`config.mk`:
```
export PLATFORM = sky130hd
export DESIGN_NAME = battery_drain_rate_monitor
export DESIGN_NICKNAME = d
export VERILOG_FILES = /design/src/rtl/core/brdm_pkg.sv /design/src/rtl/core/brdm_divider.sv /design/src/rtl/core/brdm_datapath.sv /design/src/rtl/core/brdm_ctrl.sv /design/src/rtl/core/battery_drain_rate_monitor.sv
export SDC_FILE = /design/constraint.sdc
export NUM_CORES = 2
export LEC_CHECK = 0
export BUFFER_PORTS_ARGS = -buffer_cell sky130_fd_sc_hd__clkbuf_2
export CAP_MARGIN = 5
export CORE_MARGIN = 2
export CORE_UTILIZATION = 60
export CTS_CLUSTER_SIZE = 16
export DETAILED_ROUTE_END_ITERATION = 8
export GPL_ROUTABILITY_DRIVEN = 0
export GPL_TIMING_DRIVEN = 0
export PLACE_DENSITY_LB_ADDON = 0.25
export SYNTH_ARGS = -nofsm -noshare
export SYNTH_HDL_FRONTEND = slang
export SYNTH_SLANG_ARGS = --single-unit
```
`constraint.sdc`:
```
create_clock -name clock -period 13.77 [get_ports clock]
set_input_delay 2.754 -clock clock [delete_from_list [all_inputs] [get_ports clock]]
set_output_delay 2.754 -clock clock [all_outputs]
set_load 0.01 [all_outputs]
```
`src/rtl/core/brdm_pkg.sv`:
```
// ----------------------------------------------------------------------------
// brdm_pkg
// Shared types and constants for the battery drain rate monitor.
// ----------------------------------------------------------------------------
`default_nettype none

package brdm_pkg;

   localparam int LEVEL_W   = 14;
   localparam int TIME_W    = 32;
   localparam int CHAN_W    = 2;
   localparam int RATE_W    = 18;
   localparam int RATE_MAG_W = 17;
   localparam int SPAN_CFG_W = 16;
   localparam int CSR_INDEX_W = 2;
   localparam int CSR_DATA_W  = 17;

   // Shared divider geometry: 24-bit dividend covers level delta * 1000.
   localparam int DIV_N_W   = 24;
   localparam int DIV_D_W   = 32;
   localparam int DIV_CNT_W = 5;
   localparam int RATE_ITERS = DIV_N_W;
   localparam int EST_ITERS  = LEVEL_W;
   localparam int EST_PAD    = DIV_N_W - LEVEL_W;

   localparam logic [LEVEL_W-1:0]    LEVEL_MAX = 14'd10000;
   localparam logic [LEVEL_W-1:0]    EST_MAX   = 14'd10000;
   localparam logic [RATE_MAG_W-1:0] RATE_MAX  = 17'd100000;
   localparam logic [9:0]            MS_PER_S  = 10'd1000;

   localparam logic [16:0] WARN_RATE_RST  = 17'd150;
   localparam logic [13:0] CRIT_LEVEL_RST = 14'd2000;
   localparam logic [15:0] MIN_SPAN_RST   = 16'd100;
   localparam logic [16:0] RATE_FLOOR_RST = 17'd0;

   typedef enum logic [CSR_INDEX_W-1:0] {
      CSR_WARN_RATE  = 2'd0,
      CSR_CRIT_LEVEL = 2'd1,
      CSR_MIN_SPAN   = 2'd2,
      CSR_RATE_FLOOR = 2'd3
   } csr_index_type;

   typedef struct packed {
      logic [CHAN_W-1:0]  channel;
      logic [TIME_W-1:0]  sample_time_ms;
      logic [LEVEL_W-1:0] battery_level;
   } req_type;

   typedef struct packed {
      logic signed [RATE_W-1:0] level_rate;
      logic                     rate_warning;
      logic [LEVEL_W-1:0]       secs_to_critical;
      logic [LEVEL_W-1:0]       secs_to_empty;
      logic                     estimate_infinite;
   } rsp_type;

   typedef enum logic [1:0] {
      DIV_RATE  = 2'd0,
      DIV_CRIT  = 2'd1,
      DIV_EMPTY = 2'd2
   } div_sel_type;

   typedef enum logic [3:0] {
      ST_IDLE,
      ST_LOOKUP,
      ST_SPAN,
      ST_CHECK,
      ST_RATE_DIV,
      ST_STATE,
      ST_CRIT_DIV,
      ST_EMPTY_DIV,
      ST_DONE
   } ctrl_state_type;

   typedef struct packed {
      logic        load_req;
      logic        lookup;
      logic        span_capture;
      logic        div_start;
      div_sel_type div_sel;
      logic        rate_capture;
      logic        state_write;
      logic        crit_capture;
      logic        empty_capture;
      logic        result_load;
   } ctrl_cmd_type;

   typedef struct packed {
      logic chan_invalid;
      logic update_ok;
      logic infinite;
      logic crit_needed;
      logic div_busy;
   } dp_status_type;

endpackage

`default_nettype wire

```
`src/rtl/core/brdm_divider.sv`:
```
// ----------------------------------------------------------------------------
// brdm_divider
// Restoring divider, one quotient bit per cycle, run length set per start.
// ----------------------------------------------------------------------------
`default_nettype none

module brdm_divider (
   input  wire logic                              clock,
   input  wire logic                              reset,
   input  wire logic                              start,
   input  wire logic [brdm_pkg::DIV_N_W-1:0]      dividend,
   input  wire logic [brdm_pkg::DIV_D_W-1:0]      divisor,
   input  wire logic [brdm_pkg::DIV_CNT_W-1:0]    iter_count,
   output logic                                   busy,
   output logic [brdm_pkg::DIV_N_W-1:0]           quotient
);

   localparam int NW = brdm_pkg::DIV_N_W;
   localparam int DW = brdm_pkg::DIV_D_W;

   logic [NW-1:0]                    dvd_ff, dvd_in;
   logic [NW-1:0]                    q_ff, q_in;
   logic [DW-1:0]                    dvs_ff, dvs_in;
   logic [DW-1:0]                    rem_ff, rem_in;
   logic [brdm_pkg::DIV_CNT_W-1:0]   cnt_ff, cnt_in;
   logic                             busy_ff, busy_in;
   logic [DW:0]                      trial;
   logic [DW:0]                      diff;

   always_comb begin
      dvd_in  = dvd_ff;
      q_in    = q_ff;
      dvs_in  = dvs_ff;
      rem_in  = rem_ff;
      cnt_in  = cnt_ff;
      busy_in = busy_ff;
      trial   = {rem_ff, dvd_ff[NW-1]};
      diff    = trial - {1'b0, dvs_ff};
      if (start) begin
         dvd_in  = dividend;
         dvs_in  = divisor;
         rem_in  = '0;
         q_in    = '0;
         cnt_in  = iter_count;
         busy_in = 1'b1;
      end else if (busy_ff) begin
         // partial remainder stays below the divisor, so DW bits hold it
         if (trial >= {1'b0, dvs_ff}) begin
            rem_in = diff[DW-1:0];
            q_in   = {q_ff[NW-2:0], 1'b1};
         end else begin
            rem_in = trial[DW-1:0];
            q_in   = {q_ff[NW-2:0], 1'b0};
         end
         dvd_in  = {dvd_ff[NW-2:0], 1'b0};
         cnt_in  = cnt_ff - 1'b1;
         busy_in = (cnt_ff != brdm_pkg::DIV_CNT_W'(1));
      end
   end

   always_ff @(posedge clock) begin
      if (reset) begin
         busy_ff <= 1'b0;
      end else begin
         busy_ff <= busy_in;
      end
   end

   always_ff @(posedge clock) begin
      dvd_ff <= dvd_in;
      q_ff   <= q_in;
      dvs_ff <= dvs_in;
      rem_ff <= rem_in;
      cnt_ff <= cnt_in;
   end

   assign busy     = busy_ff;
   assign quotient = q_ff;

endmodule

`default_nettype wire

```
`src/rtl/core/brdm_datapath.sv`:
```
// ----------------------------------------------------------------------------
// brdm_datapath
// Config registers, per-channel state and sample window memories, span and
// rate arithmetic, estimate formatting and the result register.
// ----------------------------------------------------------------------------
`default_nettype none

module brdm_datapath #(
   parameter int CHANNELS = 4,
   parameter int WINDOW   = 10
) (
   input  wire logic                                  clock,
   input  wire logic                                  reset,
   input  wire brdm_pkg::req_type                     req_data,
   input  wire logic                                  csr_write,
   input  wire logic [brdm_pkg::CSR_INDEX_W-1:0]      csr_index,
   input  wire logic [brdm_pkg::CSR_DATA_W-1:0]       csr_wdata,
   input  wire brdm_pkg::ctrl_cmd_type                cmd,
   output brdm_pkg::dp_status_type                    sts,
   output brdm_pkg::rsp_type                          rsp_data
);

   localparam int LW        = brdm_pkg::LEVEL_W;
   localparam int TW        = brdm_pkg::TIME_W;
   localparam int RW        = brdm_pkg::RATE_W;
   localparam int NW        = brdm_pkg::DIV_N_W;
   localparam int DW        = brdm_pkg::DIV_D_W;
   localparam int FILL_W    = $clog2(WINDOW + 1);
   localparam int PTR_W     = $clog2(WINDOW);
   localparam int SUM_W     = PTR_W + 1;
   localparam int CH_W      = (CHANNELS > 1) ? $clog2(CHANNELS) : 1;
   localparam int WIN_DEPTH = CHANNELS * WINDOW;
   localparam int WIN_AW    = $clog2(WIN_DEPTH);
   localparam int CS_W      = FILL_W + PTR_W + RW;
   localparam int WIN_W     = TW + LW;

   // configuration registers
   logic [16:0] warn_rate_ff;
   logic [13:0] crit_level_ff;
   logic [15:0] min_span_ff;
   logic [16:0] rate_floor_ff;

   // memories
   logic [CS_W-1:0]  cs_mem [CHANNELS];
   logic [WIN_W-1:0] win_mem [WIN_DEPTH];
   logic [CHANNELS-1:0] cs_valid_ff;

   // transaction registers
   logic [CH_W-1:0]   chan_ff;
   logic              invalid_ff;
   logic [TW-1:0]     time_ff;
   logic [LW-1:0]     lvl_ff;
   logic [CS_W-1:0]   cs_rd_ff;
   logic              cs_hit_ff;
   logic [WIN_W-1:0]  win_rd_ff;
   logic [FILL_W-1:0] fill_ff;
   logic [PTR_W-1:0]  oldest_ff;
   logic signed [RW-1:0] held_ff;
   logic [TW-1:0]     span_ff;
   logic [NW-1:0]     prod_ff;
   logic              neg_ff;
   logic              update_ff;
   logic              warn_ff;
   logic [LW-1:0]     crit_ff;
   logic [LW-1:0]     empty_ff;
   brdm_pkg::rsp_type rsp_ff;

   // accept side
   logic [CH_W-1:0] req_ch;
   logic [LW-1:0]   req_lvl;
   logic            req_bad;

   // lookup side
   logic [FILL_W-1:0]    cur_fill;
   logic [PTR_W-1:0]     cur_oldest;
   logic signed [RW-1:0] cur_held;
   logic                 not_full;
   logic [SUM_W-1:0]     pos_sum;
   logic [SUM_W-1:0]     pos_wrap;
   logic [PTR_W-1:0]     pos;
   logic [PTR_W-1:0]     pos_inc;
   logic [FILL_W-1:0]    new_fill;
   logic [PTR_W-1:0]     new_oldest;
   logic [WIN_AW-1:0]    win_base;
   logic [WIN_AW-1:0]    win_wr_addr;
   logic [WIN_AW-1:0]    win_rd_addr;

   // span side
   logic [TW-1:0] old_time;
   logic [LW-1:0] old_lvl;
   logic [TW-1:0] span;
   logic          lvl_rise;
   logic [LW-1:0] lvl_delta;
   logic [NW-1:0] prod;
   logic          span_ok;

   // divider side
   logic [NW-1:0]                  div_dvd;
   logic [DW-1:0]                  div_dvs;
   logic [brdm_pkg::DIV_CNT_W-1:0] div_iters;
   logic                           div_busy;
   logic [NW-1:0]                  div_q;
   logic [RW-2:0]                  rate_mag;
   logic signed [RW-1:0]           rate_pos;
   logic signed [RW-1:0]           rate_new;
   logic [LW-1:0]                  est_sat;
   logic [LW-1:0]                  lvl_above_crit;

   // ---- configuration ----
   always_ff @(posedge clock) begin
      if (reset) begin
         warn_rate_ff  <= brdm_pkg::WARN_RATE_RST;
         crit_level_ff <= brdm_pkg::CRIT_LEVEL_RST;
         min_span_ff   <= brdm_pkg::MIN_SPAN_RST;
         rate_floor_ff <= brdm_pkg::RATE_FLOOR_RST;
      end else if (csr_write) begin
         case (csr_index)
            brdm_pkg::CSR_WARN_RATE:  warn_rate_ff  <= csr_wdata;
            brdm_pkg::CSR_CRIT_LEVEL: crit_level_ff <= csr_wdata[13:0];
            brdm_pkg::CSR_MIN_SPAN:   min_span_ff   <= csr_wdata[15:0];
            brdm_pkg::CSR_RATE_FLOOR: rate_floor_ff <= csr_wdata;
            default: ;
         endcase
      end
   end

   // ---- accept ----
   assign req_ch  = CH_W'(req_data.channel);
   assign req_bad = !(32'(req_data.channel) < 32'(CHANNELS));
   assign req_lvl = (req_data.battery_level > brdm_pkg::LEVEL_MAX) ?
                    brdm_pkg::LEVEL_MAX : req_data.battery_level;

   // ---- lookup: ring position and oldest entry ----
   always_comb begin
      cur_fill   = cs_hit_ff ? cs_rd_ff[CS_W-1 -: FILL_W] : '0;
      cur_oldest = cs_hit_ff ? cs_rd_ff[RW +: PTR_W] : '0;
      cur_held   = cs_hit_ff ? $signed(cs_rd_ff[RW-1:0]) : '0;
      not_full   = cur_fill < FILL_W'(WINDOW);
      pos_sum    = SUM_W'(cur_oldest) + SUM_W'(cur_fill);
      pos_wrap   = (pos_sum >= SUM_W'(WINDOW)) ? pos_sum - SUM_W'(WINDOW) : pos_sum;
      pos        = not_full ? PTR_W'(pos_wrap) : cur_oldest;
      pos_inc    = (pos == PTR_W'(WINDOW - 1)) ? '0 : pos + 1'b1;
      new_fill   = not_full ? cur_fill + 1'b1 : cur_fill;
      new_oldest = not_full ? cur_oldest : pos_inc;
      win_base    = WIN_AW'(int'(chan_ff) * WINDOW);
      win_wr_addr = win_base + WIN_AW'(pos);
      win_rd_addr = win_base + WIN_AW'(new_oldest);
   end

   // ---- span and level delta ----
   always_comb begin
      old_time  = win_rd_ff[WIN_W-1 -: TW];
      old_lvl   = win_rd_ff[LW-1:0];
      span      = time_ff - old_time;
      lvl_rise  = lvl_ff > old_lvl;
      lvl_delta = lvl_rise ? lvl_ff - old_lvl : old_lvl - lvl_ff;
      prod      = NW'(lvl_delta) * NW'(brdm_pkg::MS_PER_S);
      span_ok   = (fill_ff >= FILL_W'(2)) && (span > TW'(min_span_ff));
   end

   // ---- divider operand select ----
   assign lvl_above_crit = lvl_ff - crit_level_ff;

   always_comb begin
      case (cmd.div_sel)
         brdm_pkg::DIV_RATE: begin
            div_dvd   = prod_ff;
            div_dvs   = span_ff;
            div_iters = brdm_pkg::DIV_CNT_W'(brdm_pkg::RATE_ITERS);
         end
         brdm_pkg::DIV_CRIT: begin
            div_dvd   = {lvl_above_crit, {brdm_pkg::EST_PAD{1'b0}}};
            div_dvs   = DW'(held_ff[RW-2:0]);
            div_iters = brdm_pkg::DIV_CNT_W'(brdm_pkg::EST_ITERS);
         end
         brdm_pkg::DIV_EMPTY: begin
            div_dvd   = {lvl_ff, {brdm_pkg::EST_PAD{1'b0}}};
            div_dvs   = DW'(held_ff[RW-2:0]);
            div_iters = brdm_pkg::DIV_CNT_W'(brdm_pkg::EST_ITERS);
         end
         default: begin
            div_dvd   = prod_ff;
            div_dvs   = span_ff;
            div_iters = brdm_pkg::DIV_CNT_W'(brdm_pkg::RATE_ITERS);
         end
      endcase
   end

   brdm_divider u_div (
      .clock      (clock),
      .reset      (reset),
      .start      (cmd.div_start),
      .dividend   (div_dvd),
      .divisor    (div_dvs),
      .iter_count (div_iters),
      .busy       (div_busy),
      .quotient   (div_q)
   );

   // rate clamp and sign
   always_comb begin
      rate_mag = (div_q > NW'(brdm_pkg::RATE_MAX)) ? brdm_pkg::RATE_MAX : div_q[RW-2:0];
      rate_pos = $signed({1'b0, rate_mag});
      rate_new = neg_ff ? -rate_pos : rate_pos;
      est_sat  = (div_q > NW'(brdm_pkg::EST_MAX)) ? brdm_pkg::EST_MAX : div_q[LW-1:0];
   end

   // ---- state valid bits ----
   always_ff @(posedge clock) begin
      if (reset) begin
         cs_valid_ff <= '0;
      end else if (cmd.state_write) begin
         cs_valid_ff[chan_ff] <= 1'b1;
      end
   end

   // ---- memories ----
   always_ff @(posedge clock) begin
      if (cmd.load_req) begin
         cs_rd_ff <= cs_mem[req_ch];
      end
      if (cmd.state_write) begin
         cs_mem[chan_ff] <= {fill_ff, oldest_ff, held_ff};
      end
   end

   always_ff @(posedge clock) begin
      if (cmd.lookup) begin
         win_mem[win_wr_addr] <= {time_ff, lvl_ff};
         win_rd_ff            <= win_mem[win_rd_addr];
      end
   end

   // ---- transaction registers ----
   always_ff @(posedge clock) begin
      if (cmd.load_req) begin
         chan_ff    <= req_ch;
         invalid_ff <= req_bad;
         time_ff    <= req_data.sample_time_ms;
         lvl_ff     <= req_lvl;
         cs_hit_ff  <= cs_valid_ff[req_ch];
         warn_ff    <= 1'b0;
         crit_ff    <= '0;
         empty_ff   <= '0;
      end
      if (cmd.lookup) begin
         fill_ff   <= new_fill;
         oldest_ff <= new_oldest;
         held_ff   <= cur_held;
      end
      if (cmd.span_capture) begin
         span_ff   <= span;
         prod_ff   <= prod;
         neg_ff    <= lvl_rise;
         update_ff <= span_ok;
      end
      if (cmd.rate_capture) begin
         held_ff <= rate_new;
         warn_ff <= rate_new > $signed({1'b0, warn_rate_ff});
      end
      if (cmd.crit_capture) begin
         crit_ff <= est_sat;
      end
      if (cmd.empty_capture) begin
         empty_ff <= est_sat;
      end
      if (cmd.result_load) begin
         rsp_ff.level_rate        <= invalid_ff ? '0 : held_ff;
         rsp_ff.rate_warning      <= !invalid_ff && warn_ff;
         rsp_ff.secs_to_critical  <= invalid_ff ? '0 : crit_ff;
         rsp_ff.secs_to_empty     <= invalid_ff ? '0 : empty_ff;
         rsp_ff.estimate_infinite <= invalid_ff || sts.infinite;
      end
   end

   // ---- status ----
   always_comb begin
      sts.chan_invalid = invalid_ff;
      sts.update_ok    = update_ff;
      sts.infinite     = !(held_ff > $signed({1'b0, rate_floor_ff}));
      sts.crit_needed  = lvl_ff > crit_level_ff;
      sts.div_busy     = div_busy;
   end

   assign rsp_data = rsp_ff;

endmodule

`default_nettype wire

```
`src/rtl/core/brdm_ctrl.sv`:
```
// ----------------------------------------------------------------------------
// brdm_ctrl
// Sequencer: steps one transaction through lookup, rate divide, estimate
// divides and result hand-off; owns the handshake flags.
// ----------------------------------------------------------------------------
`default_nettype none

module brdm_ctrl (
   input  wire logic                     clock,
   input  wire logic                     reset,
   input  wire logic                     req_valid,
   output logic                          req_ready,
   output logic                          rsp_valid,
   input  wire logic                     rsp_ready,
   input  wire brdm_pkg::dp_status_type  sts,
   output brdm_pkg::ctrl_cmd_type        cmd
);

   brdm_pkg::ctrl_state_type state_ff, state_in;
   logic rsp_valid_ff, rsp_valid_in;

   always_ff @(posedge clock) begin
      if (reset) begin
         state_ff     <= brdm_pkg::ST_IDLE;
         rsp_valid_ff <= 1'b0;
      end else begin
         state_ff     <= state_in;
         rsp_valid_ff <= rsp_valid_in;
      end
   end

   always_comb begin
      state_in     = state_ff;
      cmd          = '0;
      rsp_valid_in = rsp_valid_ff && !rsp_ready;
      case (state_ff)
         brdm_pkg::ST_IDLE: begin
            if (req_valid) begin
               cmd.load_req = 1'b1;
               state_in     = brdm_pkg::ST_LOOKUP;
            end
         end
         brdm_pkg::ST_LOOKUP: begin
            if (sts.chan_invalid) begin
               state_in = brdm_pkg::ST_DONE;
            end else begin
               cmd.lookup = 1'b1;
               state_in   = brdm_pkg::ST_SPAN;
            end
         end
         brdm_pkg::ST_SPAN: begin
            cmd.span_capture = 1'b1;
            state_in         = brdm_pkg::ST_CHECK;
         end
         brdm_pkg::ST_CHECK: begin
            if (sts.update_ok) begin
               cmd.div_start = 1'b1;
               cmd.div_sel   = brdm_pkg::DIV_RATE;
               state_in      = brdm_pkg::ST_RATE_DIV;
            end else begin
               state_in = brdm_pkg::ST_STATE;
            end
         end
         brdm_pkg::ST_RATE_DIV: begin
            if (!sts.div_busy) begin
               cmd.rate_capture = 1'b1;
               state_in         = brdm_pkg::ST_STATE;
            end
         end
         brdm_pkg::ST_STATE: begin
            cmd.state_write = 1'b1;
            if (sts.infinite) begin
               state_in = brdm_pkg::ST_DONE;
            end else if (sts.crit_needed) begin
               cmd.div_start = 1'b1;
               cmd.div_sel   = brdm_pkg::DIV_CRIT;
               state_in      = brdm_pkg::ST_CRIT_DIV;
            end else begin
               cmd.div_start = 1'b1;
               cmd.div_sel   = brdm_pkg::DIV_EMPTY;
               state_in      = brdm_pkg::ST_EMPTY_DIV;
            end
         end
         brdm_pkg::ST_CRIT_DIV: begin
            if (!sts.div_busy) begin
               cmd.crit_capture = 1'b1;
               cmd.div_start    = 1'b1;
               cmd.div_sel      = brdm_pkg::DIV_EMPTY;
               state_in         = brdm_pkg::ST_EMPTY_DIV;
            end
         end
         brdm_pkg::ST_EMPTY_DIV: begin
            if (!sts.div_busy) begin
               cmd.empty_capture = 1'b1;
               state_in          = brdm_pkg::ST_DONE;
            end
         end
         brdm_pkg::ST_DONE: begin
            // wait for the result register to drain
            if (!rsp_valid_ff || rsp_ready) begin
               cmd.result_load = 1'b1;
               rsp_valid_in    = 1'b1;
               state_in        = brdm_pkg::ST_IDLE;
            end
         end
         default: begin
            state_in = brdm_pkg::ST_IDLE;
         end
      endcase
   end

   assign req_ready = (state_ff == brdm_pkg::ST_IDLE);
   assign rsp_valid = rsp_valid_ff;

endmodule

`default_nettype wire

```
`src/rtl/core/battery_drain_rate_monitor.sv`:
```
// ----------------------------------------------------------------------------
// battery_drain_rate_monitor
// Per-channel sliding window drain rate and time-to-level estimator.
// ----------------------------------------------------------------------------
// Usage:
//   req_*  : one timestamped level sample per transaction (channel, time, level).
//   rsp_*  : exactly one result per accepted sample, in order: held drain rate,
//            warning, seconds to critical and to empty, infinite flag.
//   csr_*  : register writes (index 0 warn_rate, 1 critical_level,
//            2 min_span_ms, 3 rate_floor); always ready, write only when idle.
// Sequence: one sample at a time. A sample runs the rate divide when its span
//   qualifies, then the critical estimate divide when its level is above
//   critical, then the empty estimate divide; an infinite estimate skips both
//   estimates and a bad channel goes straight to the result. The shared one-bit-per-cycle
//   divider runs 24 steps for the rate and 14 steps for each estimate.
// Flow: req_ready is high in the idle state only, so a new sample is accepted
//   only once the previous one has been handed to the result register.
// Stall: a finished result sits in the output register; the next sample is
//   accepted and processed meanwhile, and only its hand-off waits for rsp_ready.
// Reset: synchronous, active high. Registers return to defaults, all channel
//   windows read as empty; window memory contents are not cleared.
// ----------------------------------------------------------------------------
`default_nettype none

module battery_drain_rate_monitor #(
   parameter int CHANNELS = 4,
   parameter int WINDOW   = 10
) (
   input  wire logic                                clock,
   input  wire logic                                reset,
   // sample channel
   input  wire logic                                req_valid,
   output logic                                     req_ready,
   input  wire brdm_pkg::req_type                   req_data,
   // result channel
   output logic                                     rsp_valid,
   input  wire logic                                rsp_ready,
   output brdm_pkg::rsp_type                        rsp_data,
   // register write channel
   input  wire logic                                csr_valid,
   output logic                                     csr_ready,
   input  wire logic [brdm_pkg::CSR_INDEX_W-1:0]    csr_index,
   input  wire logic [brdm_pkg::CSR_DATA_W-1:0]     csr_wdata
);

   brdm_pkg::ctrl_cmd_type  cmd;
   brdm_pkg::dp_status_type sts;

   // register writes never stall
   assign csr_ready = 1'b1;

   brdm_ctrl u_ctrl (
      .clock     (clock),
      .reset     (reset),
      .req_valid (req_valid),
      .req_ready (req_ready),
      .rsp_valid (rsp_valid),
      .rsp_ready (rsp_ready),
      .sts       (sts),
      .cmd       (cmd)
   );

   brdm_datapath #(
      .CHANNELS (CHANNELS),
      .WINDOW   (WINDOW)
   ) u_dp (
      .clock     (clock),
      .reset     (reset),
      .req_data  (req_data),
      .csr_write (csr_valid && csr_ready),
      .csr_index (csr_index),
      .csr_wdata (csr_wdata),
      .cmd       (cmd),
      .sts       (sts),
      .rsp_data  (rsp_data)
   );

endmodule

`default_nettype wire

```
# Word level (Yosys, flattened, before mapping)
# Memory sizes are Yosys's and may differ from the RTL's. A register that Yosys moved wholly into a read port is not among the register bits.
# Index checks and enable logic that the tools add are counted.
# W data, S select, Z words.
# totals
ram_bits	1944
word_cells	171
regBits	398
mem_bits_ro	0
latchBits	0
output_inout_bits	51
mem_count	2
input_bits	72
# op_classes
n_lt_le_gt_ge	15
eq_ne	20
n_reduce_logical	20
n_shift	0
mul	2
n_addsub	13
mux	65
bitwise	1
n_div	0
# memory_table
name	depth	word_bits	rd	rd_clocked_by_memory_dff	wr	line	text
u_dp.win_mem	40	46	1	1	1	brdm_datapath.sv:45	logic [WIN_W-1:0] win_mem [WIN_DEPTH];
u_dp.cs_mem	4	26	1	1	1	brdm_datapath.sv:44	logic [CS_W-1:0] cs_mem [CHANNELS];
# ops
cell	count
$mux W18	4
$mux W14	5
$sub A32 B32 Y32	2
$mux W4	13
$mux W24	2
$pmux W24 S2	1
$sub A14 B14 Y14	3
$gt A18 B18 Y1	2
$pmux W4 S9	1
$mux W17	2
$ge A33 B32 Y1	1
$gt A32 B16 Y1	1
$mux W32	1
$gt A14 B14 Y1	2
$mux W1	26
$gt A24 B14 Y1 const B	1
$gt A24 B17 Y1 const B	1
$mul A14 B7 Y21 const B	1
$neg A17 Y18	1
$eq A4 B3 Y1 const B	4
$mux W5	3
$gt A14 B14 Y1 const B	1
$add A6 B4 Y6	2
$reduce_bool A2 Y1	5
32 further kinds	51

# Longest topological paths before layout
# depth
ltp_word	9
depth_mapped	30

# Hierarchy
# Synthesis repeated with hierarchy kept, for this count alone.
# hier_totals
hier_cells	5629
area_unflattened_um2	101254.6
# by_module_without_submodules
mod	seq_area_each_um2	n_inst	cells_per_inst	area_per_inst_um2
brdm_datapath	68115.3	1	4918	94361.8
brdm_divider	2972.9	1	649	6437.4
brdm_ctrl	100.1	1	60	444.2
battery_drain_rate_monitor	0.0	1	2	11.3

# Least setup slack after synthesis
# Ideal clock, no wire load.
# synth_timing
path_kind	reg2reg
startpoint	reg u_dp.lvl_ff[0]
endpoint	reg u_dp.prod_ff[22] (data pin)
slack_ns	5.968
path_buffers	2
path_stages_with_launch	30
t_arrival_ns	7.545
setup_time_ns	0.258
required_ns	13.512
path_cell_list	edfxtp_1 inv_1 ha_1 inv_1 fa_1 a21oi_1 o21ai_0 a211oi_1 o21a_1 nor3_1 and3b_1 buf_2 buf_1 mux2_2 fa_1 inv_1 fa_1 fa_1 fa_1 inv_1 ha_1 a21oi_1 o21bai_1 a21oi_1 o21bai_1 a211o_1 a2111oi_0 o31ai_1 a21oi_1 xnor2_1
# synth_between
elab_chain_len	3
word_cells_on_any_way	5
cone_classes	2 x add/sub; 1 x mul; 1 x order compare; 1 x mux
# synth_lines
item	line	text
from (decl)	brdm_datapath.sv:52	logic [LW-1:0] lvl_ff;
from (signal assigned)	brdm_datapath.sv:240	lvl_ff <= req_lvl;
$sub A14 B14 Y14 or $gt A14 B14 Y1 (tied branches)	brdm_datapath.sv:156, brdm_datapath.sv:155	
$mux W14 *	brdm_datapath.sv:156	lvl_delta = lvl_rise ? lvl_ff - old_lvl : old_lvl - lvl_ff;
$mul A14 B7 Y21 *	brdm_datapath.sv:157	prod = NW'(lvl_delta) * NW'(brdm_pkg::MS_PER_S);
via u_dp.prod[22]	brdm_datapath.sv:94	logic [NW-1:0] prod;
to (signal assigned)	brdm_datapath.sv:253	prod_ff <= prod;
to (decl)	brdm_datapath.sv:60	logic [NW-1:0] prod_ff;
# The timed path passes the listed nets; every way through them passes the cells marked *.
# A chain may end at the register's enable or synchronous reset.

# Worst setup path after layout
# layout_timing
startpoint	reg u_dp.cs_hit_ff
endpoint	reg u_dp.win_rd_ff[1] (read register of u_dp.win_mem) (data pin)
# layout_between
elab_chain_len	9
word_cells_on_any_way	13
cone_classes	4 x add/sub; 2 x order compare; 1 x eq/ne; 6 x mux
# layout_lines
item	line	text
from (decl)	brdm_datapath.sv:54	logic cs_hit_ff;
from (signal assigned)	brdm_datapath.sv:241	cs_hit_ff <= cs_valid_ff[req_ch];
$mux W4, on equally long branches	brdm_datapath.sv:136, brdm_datapath.sv:135	
$add A4 B4 Y5	brdm_datapath.sv:139	pos_sum = SUM_W'(cur_oldest) + SUM_W'(cur_fill);
$sub A4 B4 Y4 or $ge A5 B4 Y1 (tied branches)	brdm_datapath.sv:140	pos_wrap = (pos_sum >= SUM_W'(WINDOW)) ? pos_sum - SUM_W'(WINDOW) : pos_sum;
$mux W4	brdm_datapath.sv:140	
$mux W4	brdm_datapath.sv:141	pos = not_full ? PTR_W'(pos_wrap) : cur_oldest;
$add A4 B1 Y4 or $eq A4 B4 Y1 (tied branches)	brdm_datapath.sv:142	pos_inc = (pos == PTR_W'(WINDOW - 1)) ? '0 : pos + 1'b1;
$mux W4	brdm_datapath.sv:142	
$mux W4 *	brdm_datapath.sv:144	new_oldest = not_full ? cur_oldest : pos_inc;
via u_dp.new_oldest[1]	brdm_datapath.sv:83	logic [PTR_W-1:0] new_oldest;
$add A6 B4 Y6 *	brdm_datapath.sv:147	win_rd_addr = win_base + WIN_AW'(new_oldest);
to (decl)	brdm_datapath.sv:55	logic [WIN_W-1:0] win_rd_ff;
# Marked as above.

==> impl_metrics.env <==
export IMPL_status="finished clean"
export IMPL_worstPathMaxFanout=10
export IMPL_ys_flop_type="edfxtp_1"
export IMPL_crit_required_ns=14.33
export IMPL_yosysSeqAreaShare=0.708
export IMPL_wl_per_cell_um=32.8
export IMPL_place_ws_ns=4.73
export IMPL_total_power_mw=26.3
export IMPL_ioPinCount=123
export IMPL_vias=57300
export IMPL_first_global_vias=56800
export IMPL_globalRouteOverflowTotal=0
export IMPL_start_kind="register"
export IMPL_ys_warn_count=0
export IMPL_ys_async_sr_fraction=0
export IMPL_r2r_start="u_dp.cs_hit_ff"
export IMPL_post_route_util=0.687
export IMPL_rsz0062_at_grt="false"
export IMPL_finalCriticalPeriod_ns=9.67
export IMPL_core_mm2=0.167
export IMPL_ir_drop_mv=1.06
export IMPL_cts_resized_gates=0
export IMPL_synth_edf_count=2281
export IMPL_busiest_layer="met2"
export IMPL_fin_tns_setup_ns=0
export IMPL_min_from="u_dp.empty_ff[12]"
export IMPL_drc=0
export IMPL_nets=6405
export IMPL_antenna_left=0
export IMPL_setup_slack_ns=4.10
export IMPL_finalCritPeriodShare=0.703
export IMPL_cts_clk_slew_worst_paths_ns=0.06
export IMPL_dr_first_iter_drc_count=8285
export IMPL_cts_buffer_depth=3
export IMPL_die_y_um=413
export IMPL_rows=150
export IMPL_synth_cell_types=85
export IMPL_worstHoldEndpoint="u_dp.rsp_data[13]"
export IMPL_synthCells=5578
export IMPL_setup_viol=0
export IMPL_grtUsageMet2=0.519
export IMPL_grt_pass1_wl_um=394000
export IMPL_leakagePower_nw=38.5
export IMPL_clk_latency_ns=0.89
export IMPL_cts_tree="yes"
export IMPL_wl_um=277000
export IMPL_numCtsBuffers=226
export IMPL_cts_hold_buf=0
export IMPL_post_cts_setup_buffer_count=0
export IMPL_via_per_inst=6.76
export IMPL_final_common_cell="edfxtp_1"
export IMPL_maxCapViolCount=0
export IMPL_start_util=0.602
export IMPL_use_met1=0.424
export IMPL_min_path_type="reg -> reg"
export IMPL_gr_usage_met3=0.0702
export IMPL_reg2reg_depth=23
export IMPL_num_fill_cells=10200
export IMPL_dieArea_mm2=0.171
export IMPL_drtPass1Iterations=8
export IMPL_drv_slew=0
export IMPL_synth_seq_cells=2411
export IMPL_finClkSkew_ns=0.0657
export IMPL_synth_nets=5921
export IMPL_grt_start_max_net_pins=43
export IMPL_final_layout_size_suffix_gt1_frac=0.207
export IMPL_grt_use_total=0.325
export IMPL_r2r_end="u_dp.win_rd_ff[1]"
export IMPL_fmax_ghz=0.103
export IMPL_finalHoldViolCount=0
export IMPL_port_buffers=119
export IMPL_syn_to_final_growth_pct=14.1
export IMPL_power_density_mw_per_mm2=230
export IMPL_clockRootBuffer="clkbuf_16"
export IMPL_antenna_found_initial=18
export IMPL_h_tree_depth=4
export IMPL_hold_depth=0
export IMPL_cts_num_sinks=2411
export IMPL_crit_start="u_dp.cs_hit_ff"
export IMPL_syn_avg_cell_area_um2=18.0
export IMPL_crit_arrival_ns=10.24
export IMPL_cp_end_kind="register"
export IMPL_worst_pin_slew_ns=1.49
export IMPL_worst_slew_margin_rel=0.00889
export IMPL_r2r_slack_ns=4.10
export IMPL_place_hpwl_um=178000
export IMPL_holdWs_ns=0.418
export IMPL_mostFrequentLayoutCells="edfxtp_1, mux4_2, nand2_1"
export IMPL_die_x_um=413
export IMPL_syn_area_mm2=0.100
export IMPL_worst_setup_path_type="reg -> reg"
registers in the layout, summed over array words and instances, names as in the netlist, 16 cells and up:
register	count
u_dp.u_div.dvd_ff	21
u_dp.warn_rate_ff	17
u_dp.prod_ff	21
u_dp.cs_mem	104
u_dp.time_ff	32
u_dp.u_div.dvs_ff	32
u_dp.u_div.quotient	24
u_dp.u_div.rem_ff	32
u_dp.rsp_data	48
u_dp.min_span_ff	16
u_dp.win_rd_ff	46
u_dp.cs_rd_ff	26
u_dp.win_mem	1840
u_dp.held_ff	18
u_dp.span_ff	32
u_dp.rate_floor_ff	17
stage by stage:
| step | instances | cell area (µm²) |
|---|---|---|
| detailed placement | 8014 | 106000 |
| floorplan | 5578 | 100000 |
| global route | 8462 | 115000 |
| global placement | 7901 | 104000 |
| CTS | 8437 | 114000 |
| finish | 8469 | 115000 |
worst max-delay path, cell delays in order (launching register included):
cell      delay (ns)
edfxtp_1        0.54
clkbuf_1        0.33
and2_1          0.27
ha_1            0.25
fa_1            0.46
xnor2_1         0.31
ha_1            0.25
nand2_1         0.07
a221oi_1        0.50
xnor2_1         0.18
nand2_1         0.06
o21ai_0         0.18
inv_1           0.13
ha_1            0.30
o21ai_0         0.08
o21ai_0         0.37
ha_1            0.21
clkbuf_2        0.67
clkbuf_1        0.94
clkbuf_1        1.16
clkbuf_1        0.84
mux4_2          0.38
a211oi_1        0.09
a31oi_1         0.74
cell usage after synthesis (69+ instances only):
library cell | count | area, µm²
nor2b_1 | 69 | 432
o21ai_0 | 107 | 536
inv_1 | 284 | 1070
a21o_1 | 85 | 638
xnor2_1 | 79 | 692
clkbuf_1 | 213 | 800
dfxtp_1 | 130 | 2600
edfxtp_1 | 2281 | 68500
a21oi_1 | 219 | 1100
nor2_1 | 181 | 679
nand2_1 | 356 | 1340
ha_1 | 220 | 2750
mux4_2 | 579 | 13000
worst max-delay path by stage:
stage / to / slack [ns]
3_5_place_dp: u_dp.win_rd_ff[1] / 4.73
3_3_place_gp: u_dp.win_mem[8][35] / 3.93
5_1_grt: u_dp.prod_ff[22] / 3.91
4_1_cts: u_dp.win_rd_ff[1] / 4.58
2_1_floorplan: u_dp.prod_ff[22] / 5.97
6_report: u_dp.win_rd_ff[1] / 4.10
final cells by class:
| class | count | area [µm²] | area share |
|---|---|---|---|
| sequential | 2411 | 71100 | 0.621 |
| multi-input combinational | 2623 | 27600 | 0.241 |
| clock buffer | 271 | 5930 | 0.0517 |
| timing repair buffer | 256 | 3590 | 0.0314 |
| tap | 2204 | 2760 | 0.0241 |
| clock inverter | 152 | 1510 | 0.0132 |
| inverter | 284 | 1070 | 0.00933 |
| buffer | 260 | 1030 | 0.00895 |
| antenna | 8 | 20.0 | 0.000175 |
power breakdown:
| group | switching (mW) | internal (mW) | leakage, nW |
|---|---|---|---|
| sequential | 0.257 | 8.99 | 21.7 |
| combinational | 6.19 | 4.60 | 13.1 |
| clock | 2.77 | 3.54 | 3.65 |
| total | 9.21 | 17.1 | 38.5 |
cell families after synthesis:
group | after synthesis | share of synthesized area
compound gates | 719 | 0.0472
xor+xnor | 120 | 0.0105
fa+ha+maj | 271 | 0.0376
buf+inv | 544 | 0.0207
flops | 2411 | 0.708
mux | 617 | 0.134
other cells | 1 | 0.0000374
simple gates | 895 | 0.0419
layer usage:
metal / part of all wire / vias to the layer above
met5: 0.00035 / -
met4: 0.062 / 8
met3: 0.11 / 827
met2: 0.48 / 4102
met1: 0.35 / 29200
li1: - / 23100
Note: power is estimated with default switching activity, not from simulation.
